==> src/datediff_pkg.sv <==
// ----------------------------------------------------------------------------
// Date difference package
// Field widths, sequencer states, datapath commands and calendar tables.
// ----------------------------------------------------------------------------
package datediff_pkg;

  localparam int unsigned DAY_W    = 5;
  localparam int unsigned MONTH_W  = 4;
  localparam int unsigned YEAR_W   = 14;
  localparam int unsigned DAYS_W   = 22;
  localparam int unsigned ORDER_W  = 2;
  localparam int unsigned DOY_W    = 9;
  localparam int unsigned SERIAL_W = 23;
  localparam int unsigned Q25_W    = 10;
  localparam int unsigned CENT_W   = 8;
  localparam int unsigned LDAYS_W  = 12;

  // floor(x / 25) = (x * DIV25_MUL) >> DIV25_SHIFT for x below 43690
  localparam int unsigned DIV25_MUL   = 10486;
  localparam int unsigned DIV25_SHIFT = 18;

  localparam logic [ORDER_W-1:0] ORDER_EQUAL   = 2'd0;
  localparam logic [ORDER_W-1:0] ORDER_LATER   = 2'd1;
  localparam logic [ORDER_W-1:0] ORDER_EARLIER = 2'd2;

  typedef enum logic [3:0] {
    ST_IDLE,
    ST_A_LEAP,
    ST_A_CENT,
    ST_A_MUL,
    ST_A_SUM,
    ST_B_LEAP,
    ST_B_CENT,
    ST_B_MUL,
    ST_B_SUM,
    ST_FIN
  } state_e;

  typedef enum logic [2:0] {
    OP_NONE,
    OP_LEAP,
    OP_CENT,
    OP_MUL,
    OP_SUM,
    OP_STORE
  } op_e;

  typedef struct packed {
    logic load;
    logic sel_b;
    op_e  op;
  } cmd_t;

  function automatic logic [DOY_W-1:0] days_before(input logic [MONTH_W-1:0] m);
    logic [DOY_W-1:0] r;
    case (m)
      4'd1:    r = 9'd0;
      4'd2:    r = 9'd31;
      4'd3:    r = 9'd59;
      4'd4:    r = 9'd90;
      4'd5:    r = 9'd120;
      4'd6:    r = 9'd151;
      4'd7:    r = 9'd181;
      4'd8:    r = 9'd212;
      4'd9:    r = 9'd243;
      4'd10:   r = 9'd273;
      4'd11:   r = 9'd304;
      4'd12:   r = 9'd334;
      default: r = 9'd0;
    endcase
    return r;
  endfunction

  function automatic logic [DAY_W-1:0] month_len(input logic [MONTH_W-1:0] m,
                                                 input logic leap);
    logic [DAY_W-1:0] r;
    case (m)
      4'd2:    r = leap ? 5'd29 : 5'd28;
      4'd4, 4'd6, 4'd9, 4'd11: r = 5'd30;
      4'd1, 4'd3, 4'd5, 4'd7, 4'd8, 4'd10, 4'd12: r = 5'd31;
      default: r = 5'd0;
    endcase
    return r;
  endfunction

endpackage

==> src/datediff_in_if.sv <==
// ----------------------------------------------------------------------------
// Date pair channel
// Valid/ready channel carrying two calendar dates per item.
// ----------------------------------------------------------------------------
interface datediff_in_if import datediff_pkg::*; ();
  logic               valid;
  logic               ready;
  logic [DAY_W-1:0]   day_a;
  logic [MONTH_W-1:0] month_a;
  logic [YEAR_W-1:0]  year_a;
  logic [DAY_W-1:0]   day_b;
  logic [MONTH_W-1:0] month_b;
  logic [YEAR_W-1:0]  year_b;

  modport source (output valid, day_a, month_a, year_a, day_b, month_b, year_b,
                  input ready);
  modport sink (input valid, day_a, month_a, year_a, day_b, month_b, year_b,
                output ready);
endinterface

==> src/datediff_out_if.sv <==
// ----------------------------------------------------------------------------
// Date difference result channel
// Valid/ready channel carrying one difference result per item.
// ----------------------------------------------------------------------------
interface datediff_out_if import datediff_pkg::*; ();
  logic               valid;
  logic               ready;
  logic [DAYS_W-1:0]  days_apart;
  logic [ORDER_W-1:0] order;
  logic [DOY_W-1:0]   day_of_year_a;
  logic               leap_a;
  logic               invalid;

  modport source (output valid, days_apart, order, day_of_year_a, leap_a, invalid,
                  input ready);
  modport sink (input valid, days_apart, order, day_of_year_a, leap_a, invalid,
                output ready);
endinterface

==> src/datediff_ctrl.sv <==
// ----------------------------------------------------------------------------
// Date difference controller
// Sequences the datapath through both dates and owns the handshakes.
// ----------------------------------------------------------------------------
module datediff_ctrl import datediff_pkg::*; (
  input  logic clk_i,
  input  logic rst_ni,
  input  logic in_valid_i,
  output logic in_ready_o,
  output logic out_valid_o,
  input  logic out_ready_i,
  output cmd_t cmd_o
);

  state_e state_q, state_d;
  logic   out_valid_q, out_valid_d;
  logic   store;

  always_ff @(posedge clk_i or negedge rst_ni) begin
    if (!rst_ni) begin
      state_q     <= ST_IDLE;
      out_valid_q <= 1'b0;
    end else begin
      state_q     <= state_d;
      out_valid_q <= out_valid_d;
    end
  end

  always_comb begin
    state_d      = state_q;
    cmd_o.load   = 1'b0;
    cmd_o.sel_b  = 1'b0;
    cmd_o.op     = OP_NONE;
    in_ready_o   = 1'b0;
    store        = 1'b0;
    case (state_q)
      ST_IDLE: begin
        in_ready_o = 1'b1;
        if (in_valid_i) begin
          cmd_o.load = 1'b1;
          state_d    = ST_A_LEAP;
        end
      end
      ST_A_LEAP: begin
        cmd_o.op = OP_LEAP;
        state_d  = ST_A_CENT;
      end
      ST_A_CENT: begin
        cmd_o.op = OP_CENT;
        state_d  = ST_A_MUL;
      end
      ST_A_MUL: begin
        cmd_o.op = OP_MUL;
        state_d  = ST_A_SUM;
      end
      ST_A_SUM: begin
        cmd_o.op = OP_SUM;
        state_d  = ST_B_LEAP;
      end
      ST_B_LEAP: begin
        cmd_o.sel_b = 1'b1;
        cmd_o.op    = OP_LEAP;
        state_d     = ST_B_CENT;
      end
      ST_B_CENT: begin
        cmd_o.sel_b = 1'b1;
        cmd_o.op    = OP_CENT;
        state_d     = ST_B_MUL;
      end
      ST_B_MUL: begin
        cmd_o.sel_b = 1'b1;
        cmd_o.op    = OP_MUL;
        state_d     = ST_B_SUM;
      end
      ST_B_SUM: begin
        cmd_o.sel_b = 1'b1;
        cmd_o.op    = OP_SUM;
        state_d     = ST_FIN;
      end
      ST_FIN: begin
        // hold until the output register is free
        if (!out_valid_q || out_ready_i) begin
          cmd_o.op = OP_STORE;
          store    = 1'b1;
          state_d  = ST_IDLE;
        end
      end
      default: state_d = ST_IDLE;
    endcase
  end

  always_comb begin
    out_valid_d = out_valid_q;
    if (store) begin
      out_valid_d = 1'b1;
    end else if (out_ready_i) begin
      out_valid_d = 1'b0;
    end
  end

  assign out_valid_o = out_valid_q;

endmodule

==> src/datediff_dp.sv <==
// ----------------------------------------------------------------------------
// Date difference datapath
// Converts each date to a day serial with divide-by-25 multipliers shared by both
// dates, then subtracts the serials and registers the result.
// ----------------------------------------------------------------------------
module datediff_dp import datediff_pkg::*; #(
  parameter int unsigned MAX_YEAR = 9999
) (
  input  logic               clk_i,
  input  cmd_t               cmd_i,
  input  logic [DAY_W-1:0]   day_a_i,
  input  logic [MONTH_W-1:0] month_a_i,
  input  logic [YEAR_W-1:0]  year_a_i,
  input  logic [DAY_W-1:0]   day_b_i,
  input  logic [MONTH_W-1:0] month_b_i,
  input  logic [YEAR_W-1:0]  year_b_i,
  output logic [DAYS_W-1:0]  days_apart_o,
  output logic [ORDER_W-1:0] order_o,
  output logic [DOY_W-1:0]   day_of_year_a_o,
  output logic               leap_a_o,
  output logic               invalid_o
);

  localparam int unsigned YCMP_W = 17;
  localparam int unsigned KEY_W  = YEAR_W + MONTH_W + DAY_W;

  logic [DAY_W-1:0]    da_q, db_q;
  logic [MONTH_W-1:0]  ma_q, mb_q;
  logic [YEAR_W-1:0]   ya_q, yb_q;
  logic [Q25_W-1:0]    q25_q;
  logic [CENT_W-1:0]   cent_q;
  logic                leap_cur_q, leap_a_q, bad_q;
  logic [SERIAL_W-1:0] p365_q, serial_a_q, serial_b_q;
  logic [LDAYS_W-1:0]  ldays_q;
  logic [DOY_W-1:0]    ord_q, doy_a_q;

  logic [DAYS_W-1:0]   days_apart_q;
  logic [ORDER_W-1:0]  order_q;
  logic [DOY_W-1:0]    doy_out_q;
  logic                leap_out_q, invalid_out_q;

  logic [DAY_W-1:0]    d_cur;
  logic [MONTH_W-1:0]  m_cur;
  logic [YEAR_W-1:0]   y_cur, p_cur, y25;
  logic [11:0]         pq;
  logic [27:0]         prod_y;
  logic [25:0]         prod_c;
  logic                leap_cur, date_ok;
  logic [DAY_W-1:0]    lim;
  logic [DOY_W-1:0]    ord_cur;
  logic [SERIAL_W-1:0] apart;
  logic [KEY_W-1:0]    key_a, key_b;
  logic [ORDER_W-1:0]  order_cur;

  always_comb begin
    d_cur  = cmd_i.sel_b ? db_q : da_q;
    m_cur  = cmd_i.sel_b ? mb_q : ma_q;
    y_cur  = cmd_i.sel_b ? yb_q : ya_q;
    p_cur  = y_cur - 14'd1;
    pq     = p_cur[13:2];
    prod_y = 28'(y_cur) * 28'(DIV25_MUL);
    prod_c = 26'(pq) * 26'(DIV25_MUL);
    y25    = 14'({4'b0, q25_q} * 14'd25);
    // divisible by 4, and either not by 25 or by 16
    leap_cur = (y_cur[1:0] == 2'b00) && ((y_cur != y25) || (y_cur[3:0] == 4'b0000));
    lim      = month_len(m_cur, leap_cur_q);
    date_ok  = (m_cur >= 4'd1) && (m_cur <= 4'd12) && (y_cur != '0) &&
               (YCMP_W'(y_cur) <= YCMP_W'(MAX_YEAR)) &&
               (d_cur != '0) && (d_cur <= lim);
    ord_cur  = days_before(m_cur) + DOY_W'(d_cur) +
               DOY_W'((m_cur > 4'd2) && leap_cur_q);
    apart    = (serial_a_q > serial_b_q) ? serial_a_q - serial_b_q
                                         : serial_b_q - serial_a_q;
    key_a    = {ya_q, ma_q, da_q};
    key_b    = {yb_q, mb_q, db_q};
    if (key_a == key_b) begin
      order_cur = ORDER_EQUAL;
    end else if (key_a > key_b) begin
      order_cur = ORDER_LATER;
    end else begin
      order_cur = ORDER_EARLIER;
    end
  end

  always_ff @(posedge clk_i) begin
    if (cmd_i.load) begin
      da_q  <= day_a_i;
      ma_q  <= month_a_i;
      ya_q  <= year_a_i;
      db_q  <= day_b_i;
      mb_q  <= month_b_i;
      yb_q  <= year_b_i;
      bad_q <= 1'b0;
    end
    case (cmd_i.op)
      OP_LEAP: q25_q <= prod_y[DIV25_SHIFT +: Q25_W];
      OP_CENT: begin
        leap_cur_q <= leap_cur;
        cent_q     <= prod_c[DIV25_SHIFT +: CENT_W];
        if (!cmd_i.sel_b) begin
          leap_a_q <= leap_cur;
        end
      end
      OP_MUL: begin
        p365_q  <= SERIAL_W'(p_cur) * SERIAL_W'(365);
        ldays_q <= pq - LDAYS_W'(cent_q) + LDAYS_W'(cent_q >> 2);
        ord_q   <= ord_cur;
        bad_q   <= bad_q | !date_ok;
      end
      OP_SUM: begin
        if (cmd_i.sel_b) begin
          serial_b_q <= p365_q + SERIAL_W'(ldays_q) + SERIAL_W'(ord_q) - SERIAL_W'(1);
        end else begin
          serial_a_q <= p365_q + SERIAL_W'(ldays_q) + SERIAL_W'(ord_q) - SERIAL_W'(1);
          doy_a_q    <= ord_q;
        end
      end
      OP_STORE: begin
        days_apart_q  <= bad_q ? '0 : apart[DAYS_W-1:0];
        order_q       <= order_cur;
        doy_out_q     <= bad_q ? '0 : doy_a_q;
        leap_out_q    <= leap_a_q;
        invalid_out_q <= bad_q;
      end
      default: ;
    endcase
  end

  assign days_apart_o    = days_apart_q;
  assign order_o         = order_q;
  assign day_of_year_a_o = doy_out_q;
  assign leap_a_o        = leap_out_q;
  assign invalid_o       = invalid_out_q;

endmodule

==> src/date_difference_days.sv <==
// ----------------------------------------------------------------------------
// Date difference, top level
// Days between two Gregorian dates, their order, and calendar facts of the
// first date.
//
//   channel | direction | carries
//   in_i    | sink      | day_a, month_a, year_a, day_b, month_b, year_b
//   out_o   | source    | days_apart, order, day_of_year_a, leap_a, invalid
//
// An item runs from acceptance to result in four steps per date
// (divide-by-25, century count, year multiply, serial sum) on multipliers
// shared by both dates, plus a store step.
// The input is ready again the cycle after the store, so items do not overlap.
// A waiting result stalls only the store step of the next item.
// Reset clears the sequencer and the output valid; no clearing pass.
// ----------------------------------------------------------------------------
module date_difference_days import datediff_pkg::*; #(
  parameter int unsigned MAX_YEAR = 9999
) (
  input  logic          clk_i,
  input  logic          rst_ni,
  datediff_in_if.sink   in_i,
  datediff_out_if.source out_o
);

  cmd_t cmd;

  datediff_ctrl u_ctrl (
    .clk_i       (clk_i),
    .rst_ni      (rst_ni),
    .in_valid_i  (in_i.valid),
    .in_ready_o  (in_i.ready),
    .out_valid_o (out_o.valid),
    .out_ready_i (out_o.ready),
    .cmd_o       (cmd)
  );

  datediff_dp #(
    .MAX_YEAR (MAX_YEAR)
  ) u_dp (
    .clk_i           (clk_i),
    .cmd_i           (cmd),
    .day_a_i         (in_i.day_a),
    .month_a_i       (in_i.month_a),
    .year_a_i        (in_i.year_a),
    .day_b_i         (in_i.day_b),
    .month_b_i       (in_i.month_b),
    .year_b_i        (in_i.year_b),
    .days_apart_o    (out_o.days_apart),
    .order_o         (out_o.order),
    .day_of_year_a_o (out_o.day_of_year_a),
    .leap_a_o        (out_o.leap_a),
    .invalid_o       (out_o.invalid)
  );

endmodule

==> src/flat_wrapper.sv <==
// flat-port wrapper written by rule: the top's interface ports become plain ports
module date_difference_days_flat import datediff_pkg::*;
#(
  parameter int unsigned MAX_YEAR = 9999
)
  (clk_i, rst_ni, in_i_valid, in_i_day_a, in_i_month_a, in_i_year_a, in_i_day_b, in_i_month_b, in_i_year_b, in_i_ready, out_o_valid, out_o_days_apart, out_o_order, out_o_day_of_year_a, out_o_leap_a, out_o_invalid, out_o_ready);
  datediff_in_if in_i_i ();
  datediff_out_if out_o_i ();
  input  logic clk_i;
  input  logic rst_ni;
  input wire logic [$bits(in_i_i.valid)-1:0] in_i_valid;
  input wire logic [$bits(in_i_i.day_a)-1:0] in_i_day_a;
  input wire logic [$bits(in_i_i.month_a)-1:0] in_i_month_a;
  input wire logic [$bits(in_i_i.year_a)-1:0] in_i_year_a;
  input wire logic [$bits(in_i_i.day_b)-1:0] in_i_day_b;
  input wire logic [$bits(in_i_i.month_b)-1:0] in_i_month_b;
  input wire logic [$bits(in_i_i.year_b)-1:0] in_i_year_b;
  output wire logic [$bits(in_i_i.ready)-1:0] in_i_ready;
  output wire logic [$bits(out_o_i.valid)-1:0] out_o_valid;
  output wire logic [$bits(out_o_i.days_apart)-1:0] out_o_days_apart;
  output wire logic [$bits(out_o_i.order)-1:0] out_o_order;
  output wire logic [$bits(out_o_i.day_of_year_a)-1:0] out_o_day_of_year_a;
  output wire logic [$bits(out_o_i.leap_a)-1:0] out_o_leap_a;
  output wire logic [$bits(out_o_i.invalid)-1:0] out_o_invalid;
  input wire logic [$bits(out_o_i.ready)-1:0] out_o_ready;
  assign in_i_i.valid = in_i_valid;
  assign in_i_i.day_a = in_i_day_a;
  assign in_i_i.month_a = in_i_month_a;
  assign in_i_i.year_a = in_i_year_a;
  assign in_i_i.day_b = in_i_day_b;
  assign in_i_i.month_b = in_i_month_b;
  assign in_i_i.year_b = in_i_year_b;
  assign in_i_ready = in_i_i.ready;
  assign out_o_valid = out_o_i.valid;
  assign out_o_days_apart = out_o_i.days_apart;
  assign out_o_order = out_o_i.order;
  assign out_o_day_of_year_a = out_o_i.day_of_year_a;
  assign out_o_leap_a = out_o_i.leap_a;
  assign out_o_invalid = out_o_i.invalid;
  assign out_o_i.ready = out_o_ready;
  date_difference_days #(.MAX_YEAR(MAX_YEAR)) u_core (.clk_i(clk_i), .rst_ni(rst_ni), .in_i(in_i_i), .out_o(out_o_i));
endmodule
==> config.mk <==
export PLATFORM = sky130hd
export DESIGN_NAME = date_difference_days_flat
export DESIGN_NICKNAME = d
export VERILOG_FILES = /design/src/datediff_pkg.sv /design/src/datediff_in_if.sv /design/src/datediff_out_if.sv /design/src/datediff_ctrl.sv /design/src/datediff_dp.sv /design/src/date_difference_days.sv /design/src/flat_wrapper.sv
export SDC_FILE = /design/constraint.sdc
export NUM_CORES = 1
export LEC_CHECK = 0
export BUFFER_PORTS_ARGS = -buffer_cell sky130_fd_sc_hd__buf_4
export CORE_MARGIN = 1.5
export CORE_UTILIZATION = 40
export DETAILED_ROUTE_END_ITERATION = 10
export SYNTH_ARGS = -nofsm -noshare
export SYNTH_HDL_FRONTEND = slang
export SYNTH_SLANG_ARGS = --single-unit
==> constraint.sdc <==
create_clock -name clk_i -period 23.9 [get_ports clk_i]
set_clock_uncertainty 0.05 [all_clocks]
set_input_delay 4.78 -clock clk_i [delete_from_list [all_inputs] [get_ports clk_i]]
set_output_delay 4.78 -clock clk_i [all_outputs]
set_load 0.05 [all_outputs]
==> impl_metrics.json, run 1 <==
{
  "met2_usage_pct": 31.68,
  "yosysWarnings": 0,
  "final_hold_viol_count": 0,
  "crit_path_start": "u_core.u_ctrl.state_q[3]$_DFFE_PN0P_",
  "use_met3_pct": 1.579,
  "cp.arrival_ps": 10620,
  "grt_pass1_vias": 15730,
  "cpMaxStageDelayCell": "mux2i_1",
  "end_kind": "flop",
  "initial_utilization_pct": 40.72,
  "dp_hpwl_um": 40090,
  "routabilityCongestion": 0.9147,
  "grt_max_degree": 48,
  "grt_util_met1_pct": 22.06,
  "grt_pass1_wl_um": 79500,
  "antenna_cells": 0,
  "nets": 2863,
  "setup_slack_ps": 13540,
  "tightestPinTransition_ps": 1203,
  "async_flop_share_pct": 2.427,
  "final_antenna_net_count": 0,
  "avgSynthCellArea_um2": 10.24,
  "place_ws_ps": 13670,
  "tritoncts": "done",
  "whs_path_depth": 0,
  "postCtsSetupBuffers": 0,
  "synth_nets": 2765,
  "finalMaxSlewViolations": 0,
  "busiest_layer": "met2",
  "cts_buffer_depth": 3,
  "start_kind": "flop",
  "cts_sinks": 206,
  "io_pins": 87,
  "worstPathRequired_ps": 24160,
  "insertion_delay_ps": 570,
  "die_area_um2": 56530,
  "wl_per_cell_um": 15.96,
  "timing.final.crit_share_pct": 43.37,
  "worstReg2RegStart": "u_core.u_ctrl.state_q[3]$_DFFE_PN0P_",
  "synth_edf_count": 201,
  "die_w_um": 237.8,
  "max_freq_mhz": 96.48,
  "rsz0062_at_grt": "false",
  "drive_gt1_share_pct": 9.167,
  "crit_fanout": 21,
  "syn_inst": 2152,
  "cts_made_buffers": 26,
  "die_h_um": 237.8,
  "min_path_type": "reg2reg",
  "clockRootBuffer": "clkbuf_16",
  "finalCriticalPeriod_ps": 10360,
  "ys_ff_latch": 206,
  "slowest_delay_ps": 810,
  "setup-tns-final_ps": 0,
  "track_usage_pct": 17.43,
  "core_um2": 54130,
  "h-tree-depth": 1,
  "drc": 0,
  "viasPerCell": 5.001,
  "min-delay-start": "u_core.u_dp.leap_a_q$_DFFE_PP_",
  "critPathKind": "reg2reg",
  "fill_cells": 5088,
  "ff2ff_path_depth": 31,
  "yosysUniqueCellTypes": 80,
  "area_growth_pct": 10.72,
  "drt_iter0_drc": 567,
  "io_buffers": 86,
  "wirelength_um": 47310,
  "finalSetupViolCount": 0,
  "max_slew_margin_pct": 19.47,
  "synthFlopType": "edfxtp_1",
  "cts_resized": 0,
  "hold_buffers": 0,
  "rows": 85,
  "syn-cell-area_um2": 22040,
  "first_pass_iters": 5,
  "vias": 14830,
  "drv_cap": 0,
  "antenna_found_initial": 0,
  "grt_overflow_total": 0,
  "clk_pin_slew_ps": 60,
  "path_common_cell": "inv_1",
  "outcome": "finished clean",
  "ys_seq_area_share_pct": 27.95
}
## sequential cells by signal, summed over array words and instances, names as in the netlist, 2 cells and up
signal / cells
u_core.u_dp.day_of_year_a_o: 9
u_core.u_dp.ma_q: 4
u_core.u_dp.order_o: 2
u_core.u_dp.ya_q: 14
u_core.u_dp.db_q: 5
u_core.u_dp.ldays_q: 12
u_core.u_dp.days_apart_o: 22
u_core.u_dp.q25_q: 10
u_core.u_dp.da_q: 5
u_core.u_dp.cent_q: 8
u_core.u_dp.yb_q: 14
u_core.u_dp.mb_q: 4
u_core.u_dp.ord_q: 9
u_core.u_dp.p365_q: 23
u_core.u_dp.doy_a_q: 9
u_core.u_ctrl.state_q: 4
u_core.u_dp.serial_a_q: 23
u_core.u_dp.serial_b_q: 23
## area by class of cell
type	count	area (um2)	share of cell area, %
Inverter	455	1709	7.002
Tap cell	696	870.8	3.568
Clock inverter	16	152.6	0.6254
Clock buffer	31	699.4	2.865
Timing Repair Buffer	103	773.2	3.168
Sequential cell	206	6161	25.24
Multi-Input combinational cell	1458	14040	57.53
## synthesized netlist by cell type (all sizes together), types with 5 or more instances
| library cell | instances | area (um2) |
|---|---|---|
| inv | 451 | 1693 |
| clkbuf | 22 | 83.83 |
| o21bai | 7 | 52.55 |
| o21ai | 69 | 345.3 |
| mux2i | 29 | 331.6 |
| and2 | 15 | 93.84 |
| mux2 | 17 | 195.2 |
| a21o | 64 | 480.5 |
| a21boi | 12 | 90.08 |
| fa | 153 | 3063 |
| xor2 | 35 | 314.1 |
| a2111oi | 6 | 52.55 |
| a31oi | 8 | 50.05 |
| nand4 | 11 | 68.82 |
| a221oi | 7 | 78.83 |
| nor4 | 7 | 50.05 |
| xnor2 | 88 | 778.3 |
| o31ai | 7 | 57.55 |
| a31o | 7 | 70.07 |
| edfxtp | 201 | 6036 |
| or3 | 9 | 61.31 |
| o21a | 23 | 172.7 |
| nor2b | 31 | 193.9 |
| nor2 | 103 | 386.6 |
| nand3 | 20 | 100.1 |
| dfrtp | 5 | 125.1 |
| nand2 | 65 | 244.0 |
| and3 | 9 | 56.30 |
| ha | 410 | 5130 |
| buf | 11 | 81.32 |
| or2 | 14 | 90.09 |
| nor3 | 38 | 195.2 |
| a21oi | 115 | 579.3 |
| nand2b | 17 | 106.4 |
| o211ai | 8 | 60.06 |
| a211oi | 10 | 75.07 |
## path summary, 6_finish.rpt
path / slack [ps] / end
max: 13540 / u_core.u_dp.cent_q[7]$_DFFE_PN_
min: 380 / u_core.u_dp.leap_a_o$_DFFE_PN_
max reg2reg: 13540 / u_core.u_dp.cent_q[7]$_DFFE_PN_
min reg2reg: 380 / u_core.u_dp.leap_a_o$_DFFE_PN_
max in group asynchronous: 19730 / u_core.u_ctrl.state_q[1]$_DFFE_PN0P_
min in group asynchronous: 3950 / u_core.u_ctrl.out_valid_o$_DFFE_PN0P_
## metal layers
layer	share of wire, %	vias to the layer above
li1	-	7489
met1	45	7088
met2	50	188
met3	2.3	63
met4	2.5	0
met5	0	-
## critical path, delay by kind of cell (launching register included)
family	cells	cell delay [ps]
compound gates	5	1600
xor+xnor	2	820
fa+ha+maj	8	2950
buf+inv	8	1050
flops	1	690
mux	2	1280
simple gates	6	1640
## metrics by stage
step / cells / hold slack (ps) / util (%) / cell area (um2)
floorplan: 2152 / 350.3 / - / 22040
global placement: 2918 / 363.9 / 43.52 / 23560
detailed placement: 2918 / 370.8 / 43.52 / 23560
CTS: 2965 / 385.3 / 45.09 / 24410
global route: 2965 / 392.3 / 45.09 / 24410
finish: 2965 / 379.3 / 45.09 / 24410
## layout by cell type (no fill, tap or decap), types with 16 or more instances in the layout
cell / instances
nand3_1: 20
edfxtp_1: 201
inv_1: 448
xor2_1: 34
o21a_1: 23
clkbuf_16: 26
a21oi_1: 114
nor2b_1: 31
a21o_1: 64
nand2b_1: 17
mux2_2: 16
nand2_1: 65
xnor2_1: 87
mux2i_1: 25
fa_1: 153
nor2_1: 100
nor3_1: 36
ha_1: 410
buf_4: 103
o21ai_0: 67
## kinds of logic (layout without fill, tap and decap cells)
group | count (synthesis) | after routing | synth area share [%]
flip-flops | 206 | 206 | 27.95
buffers and inverters | 488 | 605 | 8.502
AO/OA/AOI/OAI | 375 | 375 | 11.10
AND/OR/NAND/NOR | 350 | 350 | 7.889
adder cells (fa/ha/maj) | 564 | 564 | 37.22
XOR/XNOR | 123 | 123 | 4.955
multiplexers | 46 | 46 | 2.389
Power of run 1 is left out: the tool's default activity adds up to more than one toggle a clock period on the data nets, which glitch-free logic cannot reach.
==> inputs of run 2 (changes only) <==
ABC_AREA = 1   (was not set)
clock period = 8.77 ns   (was 23.9 ns; I/O delays follow)
==> run 2 against run 1 <==
  * Sequential cell count did not move
  * Fmax rose by 30%
  * Critical path depth rose by 1
  * Routed wire length rose by 12%
  * First-iteration DRC count rose by 25%
  * Critical endpoint is now u_core.u_dp.cent_q[6]$_DFFE_PN_
==> impl_metrics.json, run 2 <==
{
  "yosysWarnings": 0,
  "tritoncts": "done",
  "ys_ff_latch": 206,
  "drv_cap": 0,
  "synth_top_area_share_pct": 26.23,
  "cpMaxStageDelayCell": "fa_1",
  "cp.arrival_ps": 8190,
  "h-tree-depth": 1,
  "core_um2": 56600,
  "yosysUniqueCellTypes": 51,
  "end_kind": "flop",
  "met2_wirelength_um": 26760,
  "postCtsSetupBuffers": 0,
  "mostFrequentLayoutCell": "inv_1",
  "max_freq_mhz": 125.8,
  "final_hold_viol_count": 0,
  "finalMaxSlewViolations": 0,
  "finalCriticalPeriod_ps": 7949,
  "final_area_um2": 25420,
  "clockRootBuffer": "clkbuf_16",
  "min_path_type": "reg2reg",
  "synth_nets": 3187,
  "start_kind": "flop",
  "grt_pass1_wl_um": 87760,
  "avgSynthCellArea_um2": 8.941,
  "io_buffers": 86,
  "viasPerCell": 4.872,
  "drt_iter0_drc": 711,
  "final_antenna_net_count": 0,
  "initial_utilization_pct": 40.66,
  "grt_overflow_total": 0,
  "crit_path_start": "u_core.u_ctrl.state_q[0]$_DFFE_PN0P_",
  "timing.final.crit_share_pct": 90.63,
  "cts_buffer_depth": 3,
  "worstReg2RegStart": "u_core.u_ctrl.state_q[0]$_DFFE_PN0P_",
  "crit_fanout": 33,
  "yosysMostFrequentCell": "inv_1",
  "clk_pin_slew_ps": 60,
  "syn-cell-area_um2": 23010,
  "ys_seq_area_share_pct": 26.77,
  "track_usage_pct": 18.33,
  "rows": 87,
  "nets": 3287,
  "tightestPinTransition_ps": 1029,
  "cts_resized": 0,
  "placedInstanceArea_um2": 24590,
  "antenna_found_initial": 0,
  "die_area_um2": 58980,
  "ff2ff_setup_slack_ps": 820,
  "grt_pass1_vias": 17470,
  "yosys.area.top_type": "edfxtp_1",
  "dp_hpwl_um": 45140,
  "synth_edf_count": 201,
  "hold_buffers": 0,
  "finalSetupViolCount": 0,
  "slowest_delay_ps": 540,
  "netlist_top_cells_count": "603 x inv_1, 410 x ha_1, 330 x nand2_1",
  "synthFlopType": "edfxtp_1",
  "die_w_um": 242.9,
  "drive_gt1_share_pct": 7.764,
  "wl_per_cell_um": 15.37,
  "top_regs": "u_core.u_dp.p365_q: 23 flops, u_core.u_dp.serial_a_q: 23 flops, u_core.u_dp.serial_b_q: 23 flops",
  "insertion_delay_ps": 560,
  "io_pins": 87,
  "met1_length_um": 23670,
  "path_common_cell": "inv_1",
  "grt_max_degree": 47,
  "setup-tns-final_ps": 0,
  "antenna_cells": 0,
  "die_h_um": 242.9,
  "synth_area_leaders": "edfxtp_1 26%, ha_1 22%, fa_1 13%",
  "critPathKind": "reg2reg",
  "worstPathRequired_ps": 9010,
  "cts_sinks": 206,
  "area_growth_pct": 10.47,
  "rsz0062_at_grt": "false",
  "cts_made_buffers": 26,
  "mostFrequentLayoutCells": "603 x inv_1, 410 x ha_1, 330 x nand2_1",
  "vias": 16800,
  "dr_wl_met3_um": 1490,
  "routabilityCongestion": 0.9239,
  "syn_inst": 2574,
  "async_flop_share_pct": 2.427,
  "endpoint": "u_core.u_dp.cent_q[6]$_DFFE_PN_",
  "max_slew_margin_pct": 31.21,
  "ff2ff_path_depth": 32,
  "outcome": "finished clean",
  "drc": 0,
  "first_pass_iters": 5,
  "r2r_end": "u_core.u_dp.cent_q[6]$_DFFE_PN_",
  "top_layer": "met4",
  "wirelength_um": 52990
}
-- run 2: layer usage --
layer / global-route usage [%] / up-vias
met5: 0 / -
met4: 4.037 / 0
li1: - / 8567
met3: 1.692 / 66
met1: 22.72 / 7906
met2: 34.18 / 259
-- run 2: worst min path at each step --
stage / start / to / slack (ps) / depth (start not counted)
3_3_place_gp: u_core.u_dp.leap_a_q$_DFFE_PP_ / u_core.u_dp.leap_a_o$_DFFE_PN_ / 450 / 0
5_1_grt: u_core.u_dp.leap_a_q$_DFFE_PP_ / u_core.u_dp.leap_a_o$_DFFE_PN_ / 470 / 0
3_5_place_dp: u_core.u_dp.leap_a_q$_DFFE_PP_ / u_core.u_dp.leap_a_o$_DFFE_PN_ / 450 / 0
2_1_floorplan: u_core.u_dp.leap_a_q$_DFFE_PP_ / u_core.u_dp.leap_a_o$_DFFE_PN_ / 350 / 0
6_report: u_core.u_dp.ord_q[6]$_DFFE_PP_ / u_core.u_dp.doy_a_q[6]$_DFFE_PP_ / 470 / 0
4_1_cts: u_core.u_dp.leap_a_q$_DFFE_PP_ / u_core.u_dp.leap_a_o$_DFFE_PN_ / 480 / 0
-- run 2: critical path, delay by kind of cell (launching register included) --
family | cells | cell delay [ps]
and+or+nand+nor | 12 | 2350
buffers and inverters | 8 | 960
DFF | 1 | 410
AOI/OAI and AO/OA | 3 | 690
xor gates and xnor gates | 2 | 560
adders and majority gates | 7 | 2690
-- run 2: logic make-up (layout without fill, tap and decap cells) --
logic type,Yosys count,after routing,synth area share [%]
AO/OA/AOI/OAI,380,380,9.438
buffers and inverters,635,753,10.46
adder cells (fa/ha/maj),563,563,35.60
flip-flops,206,206,26.77
AND/OR/NAND/NOR,653,653,12.51
multiplexers,1,1,0.04350
XOR/XNOR,136,136,5.176
-- run 2: cell type report --
| type | instances | area (um2) |
|---|---|---|
| Clock inverter | 18 | 151.4 |
| Tap cell | 756 | 945.9 |
| Fill cell | 5571 | 31180 |
| Sequential cell | 206 | 6161 |
| Inverter | 611 | 2293 |
| Clock buffer | 28 | 679.4 |
| Timing Repair Buffer | 96 | 720.7 |
| Multi-Input combinational cell | 1733 | 14470 |
-- run 2: stage by stage --
stage	utilization (%)	hold slack (ps)	instances	setup WS, ps
floorplan	-	350.3	2574	2107
global placement	43.44	447.9	3402	1139
detailed placement	43.44	449.0	3402	941.9
CTS	44.91	477.3	3448	883.3
global route	44.91	474.3	3448	154.9
finish	44.91	474.3	3448	821.3
Power of run 2 is left out for the same reason.
